File: src/sv/fnta_pkg.sv
`default_nettype none
package fnta_pkg;

   // input format codes
   localparam logic [1:0] CMD_UDEC = 2'd0;
   localparam logic [1:0] CMD_SDEC = 2'd1;
   localparam logic [1:0] CMD_HEX  = 2'd2;
   localparam logic [1:0] CMD_BIN  = 2'd3;

   localparam logic [6:0] CHAR_ZERO  = 7'h30;
   localparam logic [6:0] CHAR_UPPER_A = 7'h41;
   localparam logic [6:0] CHAR_PLUS  = 7'h2B;
   localparam logic [6:0] CHAR_MINUS = 7'h2D;

   // ceil(2^35 / 10): (v * RECIP10) >> 35 == v / 10 for every 32-bit v
   localparam logic [31:0] RECIP10 = 32'hCCCC_CCCD;

   localparam int STEP_W = 3;
   localparam logic [STEP_W-1:0] STEP_WAIT  = 3'd0;
   localparam logic [STEP_W-1:0] STEP_CHECK = 3'd1;
   localparam logic [STEP_W-1:0] STEP_MUL   = 3'd2;
   localparam logic [STEP_W-1:0] STEP_DIGIT = 3'd3;
   localparam logic [STEP_W-1:0] STEP_SIGN  = 3'd4;
   localparam logic [STEP_W-1:0] STEP_EMIT  = 3'd5;

   typedef enum logic [2:0] {
      OP_NOP   = 3'd0,
      OP_LOAD  = 3'd1,
      OP_MUL   = 3'd2,
      OP_DIGIT = 3'd3,
      OP_SIGN  = 3'd4,
      OP_EMIT  = 3'd5
   } op_type;

   typedef enum logic [2:0] {
      COND_ALWAYS    = 3'd0,
      COND_START     = 3'd1,
      COND_LEN_ZERO  = 3'd2,
      COND_DIG_DONE  = 3'd3,
      COND_EMIT_LAST = 3'd4
   } cond_type;

   typedef struct packed {
      op_type                 op;
      cond_type               cond;
      logic [STEP_W-1:0]      jump_true;
      logic [STEP_W-1:0]      jump_false;
   } ucode_word_type;

   typedef struct packed {
      op_type op;
   } ctrl_type;

   typedef struct packed {
      logic len_zero;
      logic dig_done;
      logic emit_last;
   } flags_type;

   function automatic logic [6:0] digit_to_ascii(input logic [3:0] digit);
      logic [6:0] code;
      if (digit < 4'd10) begin
         code = CHAR_ZERO + {3'b000, digit};
      end else begin
         code = CHAR_UPPER_A + {3'b000, digit} - 7'd10;
      end
      return code;
   endfunction

endpackage
`default_nettype wire

File: src/sv/fnta_sequencer.sv
`default_nettype none
module fnta_sequencer (
   input  wire logic                 clock,
   input  wire logic                 reset,
   input  wire logic                 start,
   input  wire fnta_pkg::flags_type  flags,
   output fnta_pkg::ctrl_type        ctrl,
   output logic                      busy
);

   logic [fnta_pkg::STEP_W-1:0] step_ff;
   logic [fnta_pkg::STEP_W-1:0] step_in;
   fnta_pkg::ucode_word_type    word;
   logic                        cond_true;

   function automatic fnta_pkg::ucode_word_type ucode_rom(
      input logic [fnta_pkg::STEP_W-1:0] step
   );
      fnta_pkg::ucode_word_type w;
      unique case (step)
         fnta_pkg::STEP_WAIT:
            w = '{fnta_pkg::OP_LOAD, fnta_pkg::COND_START,
                  fnta_pkg::STEP_CHECK, fnta_pkg::STEP_WAIT};
         fnta_pkg::STEP_CHECK:
            w = '{fnta_pkg::OP_NOP, fnta_pkg::COND_LEN_ZERO,
                  fnta_pkg::STEP_SIGN, fnta_pkg::STEP_MUL};
         fnta_pkg::STEP_MUL:
            w = '{fnta_pkg::OP_MUL, fnta_pkg::COND_ALWAYS,
                  fnta_pkg::STEP_DIGIT, fnta_pkg::STEP_DIGIT};
         fnta_pkg::STEP_DIGIT:
            w = '{fnta_pkg::OP_DIGIT, fnta_pkg::COND_DIG_DONE,
                  fnta_pkg::STEP_SIGN, fnta_pkg::STEP_MUL};
         fnta_pkg::STEP_SIGN:
            w = '{fnta_pkg::OP_SIGN, fnta_pkg::COND_LEN_ZERO,
                  fnta_pkg::STEP_WAIT, fnta_pkg::STEP_EMIT};
         fnta_pkg::STEP_EMIT:
            w = '{fnta_pkg::OP_EMIT, fnta_pkg::COND_EMIT_LAST,
                  fnta_pkg::STEP_WAIT, fnta_pkg::STEP_EMIT};
         default:
            w = '{fnta_pkg::OP_NOP, fnta_pkg::COND_ALWAYS,
                  fnta_pkg::STEP_WAIT, fnta_pkg::STEP_WAIT};
      endcase
      return w;
   endfunction

   assign word = ucode_rom(step_ff);

   always_comb begin
      unique case (word.cond)
         fnta_pkg::COND_ALWAYS:    cond_true = 1'b1;
         fnta_pkg::COND_START:     cond_true = start;
         fnta_pkg::COND_LEN_ZERO:  cond_true = flags.len_zero;
         fnta_pkg::COND_DIG_DONE:  cond_true = flags.dig_done;
         fnta_pkg::COND_EMIT_LAST: cond_true = flags.emit_last;
         default:                  cond_true = 1'b1;
      endcase
   end

   assign step_in = cond_true ? word.jump_true : word.jump_false;
   assign ctrl.op = word.op;
   assign busy    = (step_ff != fnta_pkg::STEP_WAIT);

   always_ff @(posedge clock) begin
      if (reset) begin
         step_ff <= fnta_pkg::STEP_WAIT;
      end else begin
         step_ff <= step_in;
      end
   end

endmodule
`default_nettype wire

File: src/sv/fnta_datapath.sv
`default_nettype none
module fnta_datapath #(
   parameter int MAX_DIGITS = 16
) (
   input  wire logic                 clock,
   input  wire logic                 reset,
   input  wire fnta_pkg::ctrl_type   ctrl,
   input  wire logic [1:0]           req_cmd,
   input  wire logic [31:0]          req_number,
   input  wire logic [4:0]           req_digit_count,
   input  wire logic [2:0]           req_text_line,
   input  wire logic [4:0]           req_start_column,
   output fnta_pkg::flags_type       flags,
   output logic                      rsp_valid,
   output logic [6:0]                rsp_char_code,
   output logic [2:0]                rsp_out_line,
   output logic [5:0]                rsp_out_column,
   output logic                      rsp_last
);

   localparam int LEN_W   = $clog2(MAX_DIGITS + 1);
   localparam int IDX_W   = $clog2(MAX_DIGITS);
   localparam int DEC_CAP = (MAX_DIGITS < 10) ? MAX_DIGITS : 10;
   localparam int HEX_CAP = (MAX_DIGITS < 8) ? MAX_DIGITS : 8;
   localparam logic [5:0] DEC_CAP6 = 6'(DEC_CAP);
   localparam logic [5:0] HEX_CAP6 = 6'(HEX_CAP);
   localparam logic [5:0] BIN_CAP6 = 6'(MAX_DIGITS);

   logic [1:0]       mode_ff;
   logic             neg_ff;
   logic [31:0]      value_ff;
   logic [28:0]      quot_ff;
   logic [LEN_W-1:0] len_ff;
   logic [2:0]       line_ff;
   logic [5:0]       col_ff;
   logic [IDX_W-1:0] dig_idx_ff;
   logic [IDX_W-1:0] emit_idx_ff;
   logic [3:0]       digits_ff [MAX_DIGITS];

   logic [5:0]       cap6;
   logic [5:0]       want6;
   logic [5:0]       len6;
   logic [5:0]       len6_m1;
   logic             neg_in;
   logic [63:0]      prod;
   logic [3:0]       ten_q_lo;
   logic [3:0]       digit;
   logic [31:0]      value_next;

   logic             rsp_valid_ff;
   logic             rsp_valid_in;
   logic [6:0]       rsp_char_ff;
   logic [6:0]       rsp_char_in;
   logic [2:0]       rsp_line_ff;
   logic [5:0]       rsp_col_ff;
   logic             rsp_last_ff;
   logic             rsp_last_in;

   // length saturation against the format's maximum
   always_comb begin
      unique case (req_cmd)
         fnta_pkg::CMD_UDEC, fnta_pkg::CMD_SDEC: cap6 = DEC_CAP6;
         fnta_pkg::CMD_HEX:                      cap6 = HEX_CAP6;
         default:                                cap6 = BIN_CAP6;
      endcase
   end

   assign want6   = {1'b0, req_digit_count};
   assign len6    = (want6 > cap6) ? cap6 : want6;
   assign len6_m1 = len6 - 6'd1;
   assign neg_in  = (req_cmd == fnta_pkg::CMD_SDEC) && req_number[31];

   assign prod = 64'(value_ff) * 64'(fnta_pkg::RECIP10);

   // remainder is below ten, so the low nibble of value - 10q is enough
   assign ten_q_lo = {quot_ff[0], 3'b000} + {quot_ff[2:0], 1'b0};

   always_comb begin
      unique case (mode_ff)
         fnta_pkg::CMD_UDEC, fnta_pkg::CMD_SDEC: begin
            digit      = value_ff[3:0] - ten_q_lo;
            value_next = {3'b000, quot_ff};
         end
         fnta_pkg::CMD_HEX: begin
            digit      = value_ff[3:0];
            value_next = {4'b0000, value_ff[31:4]};
         end
         default: begin
            digit      = {3'b000, value_ff[0]};
            value_next = {1'b0, value_ff[31:1]};
         end
      endcase
   end

   always_ff @(posedge clock) begin
      unique case (ctrl.op)
         fnta_pkg::OP_LOAD: begin
            mode_ff     <= req_cmd;
            neg_ff      <= neg_in;
            value_ff    <= neg_in ? (32'd0 - req_number) : req_number;
            len_ff      <= len6[LEN_W-1:0];
            line_ff     <= req_text_line;
            col_ff      <= {1'b0, req_start_column};
            dig_idx_ff  <= '0;
            emit_idx_ff <= len6_m1[IDX_W-1:0];
         end
         fnta_pkg::OP_MUL: begin
            quot_ff <= prod[63:35];
         end
         fnta_pkg::OP_DIGIT: begin
            digits_ff[dig_idx_ff] <= digit;
            value_ff              <= value_next;
            dig_idx_ff            <= dig_idx_ff + 1'b1;
         end
         fnta_pkg::OP_SIGN: begin
            // digits start one column after the sign
            if (mode_ff == fnta_pkg::CMD_SDEC) begin
               col_ff <= col_ff + 6'd1;
            end
         end
         fnta_pkg::OP_EMIT: begin
            emit_idx_ff <= emit_idx_ff - 1'b1;
            col_ff      <= col_ff + 6'd1;
         end
         default: begin
         end
      endcase
   end

   assign flags.len_zero  = (len_ff == '0);
   assign flags.dig_done  = ((LEN_W'(dig_idx_ff) + 1'b1) == len_ff);
   assign flags.emit_last = (emit_idx_ff == '0);

   always_comb begin
      rsp_valid_in = 1'b0;
      rsp_char_in  = fnta_pkg::digit_to_ascii(digits_ff[emit_idx_ff]);
      rsp_last_in  = (emit_idx_ff == '0);
      if (ctrl.op == fnta_pkg::OP_SIGN) begin
         rsp_valid_in = (mode_ff == fnta_pkg::CMD_SDEC);
         rsp_char_in  = neg_ff ? fnta_pkg::CHAR_MINUS : fnta_pkg::CHAR_PLUS;
         rsp_last_in  = (len_ff == '0);
      end else if (ctrl.op == fnta_pkg::OP_EMIT) begin
         rsp_valid_in = 1'b1;
      end
   end

   always_ff @(posedge clock) begin
      if (reset) begin
         rsp_valid_ff <= 1'b0;
      end else begin
         rsp_valid_ff <= rsp_valid_in;
      end
   end

   always_ff @(posedge clock) begin
      rsp_char_ff <= rsp_char_in;
      rsp_line_ff <= line_ff;
      rsp_col_ff  <= col_ff;
      rsp_last_ff <= rsp_last_in;
   end

   assign rsp_valid      = rsp_valid_ff;
   assign rsp_char_code  = rsp_char_ff;
   assign rsp_out_line   = rsp_line_ff;
   assign rsp_out_column = rsp_col_ff;
   assign rsp_last       = rsp_last_ff;

endmodule
`default_nettype wire

File: src/sv/fixed_length_number_to_ascii.sv
// An item keeps busy high from its check step through its sign or last emit step;
// the next item can start once busy has fallen.
// Each digit takes a reciprocal multiply step and a store step, then one cycle per character.
// Characters leave one per cycle on rsp_valid, in the cycle after their emit step; the
// receiver cannot stall. Synchronous reset returns the sequencer to wait and clears the strobe.
`default_nettype none
module fixed_length_number_to_ascii #(
   parameter int MAX_DIGITS = 16
) (
   input  wire logic        clock,
   input  wire logic        reset,
   input  wire logic        start,
   output logic             busy,
   input  wire logic [1:0]  req_cmd,
   input  wire logic [31:0] req_number,
   input  wire logic [4:0]  req_digit_count,
   input  wire logic [2:0]  req_text_line,
   input  wire logic [4:0]  req_start_column,
   output logic             rsp_valid,
   output logic [6:0]       rsp_char_code,
   output logic [2:0]       rsp_out_line,
   output logic [5:0]       rsp_out_column,
   output logic             rsp_last
);

   fnta_pkg::ctrl_type  ctrl;
   fnta_pkg::flags_type flags;

   fnta_sequencer u_sequencer (
      .clock (clock),
      .reset (reset),
      .start (start),
      .flags (flags),
      .ctrl  (ctrl),
      .busy  (busy)
   );

   fnta_datapath #(
      .MAX_DIGITS (MAX_DIGITS)
   ) u_datapath (
      .clock            (clock),
      .reset            (reset),
      .ctrl             (ctrl),
      .req_cmd          (req_cmd),
      .req_number       (req_number),
      .req_digit_count  (req_digit_count),
      .req_text_line    (req_text_line),
      .req_start_column (req_start_column),
      .flags            (flags),
      .rsp_valid        (rsp_valid),
      .rsp_char_code    (rsp_char_code),
      .rsp_out_line     (rsp_out_line),
      .rsp_out_column   (rsp_out_column),
      .rsp_last         (rsp_last)
   );

endmodule
`default_nettype wire
File: config.mk
export PLATFORM = sky130hd
export DESIGN_NAME = fixed_length_number_to_ascii
export DESIGN_NICKNAME = d
export VERILOG_FILES = /design/src/sv/fnta_pkg.sv /design/src/sv/fnta_sequencer.sv /design/src/sv/fnta_datapath.sv /design/src/sv/fixed_length_number_to_ascii.sv
export SDC_FILE = /design/constraint.sdc
export NUM_CORES = 1
export LEC_CHECK = 0
export ABC_AREA = 1
export BUFFER_PORTS_ARGS = -buffer_cell sky130_fd_sc_hd__buf_2
export CAP_MARGIN = 20
export CORE_AREA = 2 2 193 270
export DETAILED_ROUTE_END_ITERATION = 10
export DIE_AREA = 0 0 195 272
export HOLD_SLACK_MARGIN = 0.02
export PLACE_DENSITY = 0.82
export SKIP_CTS_REPAIR_TIMING = 1
export SLEW_MARGIN = 10
export SYNTH_ARGS = -nofsm -noshare
export SYNTH_HDL_FRONTEND = slang
export SYNTH_HIERARCHICAL = 1
export SYNTH_SLANG_ARGS = --single-unit
File: constraint.sdc
create_clock -name clock -period 6.9 [get_ports clock]
set_input_delay 0.69 -clock clock [delete_from_list [all_inputs] [get_ports clock]]
set_output_delay 0.69 -clock clock [all_outputs]
set_load 0.005 [all_outputs]
==> metrics <==
Die Y 272 um; placed cell area 0.0296 mm2; Tcrit/Tclk final 96.6%; setup slack, reg-to-reg 0.23 ns; origin of the critical flop-to-flop path u_datapath/value_ff[7]; Skew-Pair Late Insertion Delay 0.47 ns; # diodes 0; Avg Cell Area, Syn 8.28 um2; crit path to u_datapath/quot_ff[20]; RSZ-0062 raised after global routing true; placed insts 4144; GRT Total Usage 35.8%; CP Launch Type flop; most used cell, CP nand2_1; Die ar. 0.0530 mm2; EDFF count, synth 150; max-cap violations 0; Hold Crit Class reg2reg; Reg2Reg Depth 24; share of cells above drive strength 1 8.38%; Worst Max-Slew Pin Slew 0.986 ns; synth unique cells 45; Iter 0 DRT Violations 1683; Die Width 195 um; final setup margin 0.234 ns; Fmax 150 MHz; Reg area 0.00500 mm2; final setup fails 0; CP max FO 7; leading area contributor after synthesis fa_1; Critical Path AT 6.88 ns; Top Ports 69; Vias 22900; Placer Congestion 1.05; FFs w/ async S/R, synth 0%; commonest non-fill, non-tap cell in the layout inv_1; crit path cell chain buf_4, ha_1, inv_1, nand2_1, nand2_1, o21ai_0, fa_1, fa_1, fa_1, fa_1, inv_1, fa_1, inv_1, ha_1, ha_1, nand2_1, nor2_2, nand2_1, inv_1, nand2_1, nor4_1, nand2_1, nand4_1, nand2_1; clk slew on worst S/H paths 0.08 ns; Starting Density 54.3%; final cell utilization of the core 59.7%; vias per cell 5.45; Syn Inst Count 3327; Largest stage delay, worst path 0.60 ns; PortBufs 68; Slew headroom 34.0%; Final Slew Violations 0; Num CTS Buffers 17; global route overflow 0; synthesis-to-layout area growth 10.1%; Root Buffer Master clkbuf_16; # fillers 4587; TritonCTS clock tree yes; row cnt 98; final wirelength 91900 um; net count reported at finish 4331; final hold vios 0; largest net degree at the start of global routing 50; first-pass GRT wire length 139000 um; Worst setup EP type flop; post-synthesis register bit count 175; Final Cell Area 0.0303 mm2; sequential fraction of the synthesis area 18.2%; crit path from u_datapath/value_ff[7]; WS Path Type reg2reg; Main synth FF type edfxtp_1; yosys warns 6; antenna viol nets, final 0; synthesized area 0.0275 mm2; Clock Skew 0.0256 ns; post-synth top area share 28.1%; initial antenna violation count 4; Avg WL per Cell 21.9 um; HPWL after DPL 80700 um; Core Area 0.0508 mm2; FF-to-FF End u_datapath/quot_ff[20]; dominant cells by area after synthesis fa_1 (28%), ha_1 (16%), edfxtp_1 (16%), inv_1 (12%), nand2_1 (10%); pre-CTS setup slack -0.0511 ns; Tmin final 6.67 ns; Worst Path Required 7.11 ns; outcome complete, no violations; H-tree depth 4; fin cells 4196; clk buf depth 2; TritonCTS Sinks 175; CP max stage cell edfxtp_1; commonest cells after routing, fill and taps aside inv_1 (883), nand2_1 (754), fa_1 (385), ha_1 (352), nor2_1 (175); Multi-input gate area 0.0191 mm2; vias in the first global route 24200; DR pass1 iterations 6; syn_nets 4125; DRC viols 0
-- worst min-delay path by stage --
| stage | from | endpoint | slack [ns] | cells past startpoint |
|---|---|---|---|---|
| final | u_datapath/line_ff[1] | u_datapath/rsp_out_line[1] | 0.35 | 0 |
| after global routing | u_datapath/line_ff[1] | u_datapath/rsp_out_line[1] | 0.36 | 0 |
| after CTS | u_datapath/line_ff[1] | u_datapath/rsp_out_line[1] | 0.35 | 0 |
| after detailed placement | u_datapath/line_ff[1] | u_datapath/rsp_out_line[1] | 0.33 | 0 |
| after global placement | u_datapath/line_ff[1] | u_datapath/rsp_out_line[1] | 0.33 | 0 |
| after floorplan | u_datapath/line_ff[0] | u_datapath/rsp_out_line[0] | 0.32 | 0 |
-- area by class of cell --
| type | count | area share, % |
|---|---|---|
| clock buffers | 20 | 1.44 |
| clock inverters | 12 | 0.330 |
| inverters | 893 | 11.1 |
| multi-input cells | 2226 | 63.1 |
| flip-flops and latches | 175 | 16.5 |
| well taps | 650 | 2.68 |
| repair buffers | 220 | 4.88 |
-- state kept, by name, indices dropped and copies added (netlist names), 4 cells and up, named ones only --
register,flops
u_datapath/col_ff,6
u_datapath/dig_idx_ff,4
u_datapath/digits_ff,64
u_datapath/emit_idx_ff,4
u_datapath/len_ff,5
u_datapath/quot_ff,29
u_datapath/rsp_char_code,7
u_datapath/rsp_out_column,6
u_datapath/value_ff,32
-- critical path, delay by kind of cell, from the launching register on --
kind	cells	cell delay (ns)
AO/OA/AOI/OAI	1	0.47
adder cells (fa/ha/maj)	8	3.47
buffers and inverters	5	0.51
flip-flops	1	0.60
AND/OR/NAND/NOR	10	1.35
-- through the flow --
step           TNS [ns]  hold slack (ns)
3_3_place_gp    -0.0545            0.331
4_1_cts          -0.294            0.348
5_1_grt         -0.0262            0.364
3_5_place_dp    -0.0511            0.332
6_report              0            0.345
2_1_floorplan         0            0.323
-- logic make-up after synthesis --
family / after synthesis / synth area share, %
AOI/OAI and AO/OA: 237 / 4.87
xor gates and xnor gates: 80 / 2.54
adders and majority gates: 748 / 44.5
buffers and inverters: 926 / 12.7
DFF: 175 / 18.2
and+or+nand+nor: 1161 / 17.2
-- layer usage --
metal | wire (um) | vias to the layer above | global-route usage (%)
met4 | 8940 | 2 | 27.8
met1 | 31200 | 10900 | 37.7
met5 | 14 | - | 0
li1 | - | 10600 | -
met3 | 6110 | 385 | 6.66
met2 | 45600 | 1065 | 63.3
-- cell usage after synthesis (all sizes together), types with 5 or more instances --
| cell type | n |
|---|---|
| nor3 | 23 |
| o22ai | 7 |
| ha | 362 |
| dfxtp | 25 |
| o21ai | 80 |
| inv | 893 |
| nand4 | 17 |
| buf | 19 |
| nor2 | 186 |
| o211ai | 7 |
| a21oi | 97 |
| a21o | 5 |
| o21bai | 24 |
| clkbuf | 14 |
| xor2 | 56 |
| edfxtp | 150 |
| nor4 | 5 |
| xnor2 | 24 |
| fa | 386 |
| nand2 | 757 |
| nand3 | 160 |
Power is not shown: default switching activity piles up to over one toggle a cycle in this logic, so the estimate is an artifact.
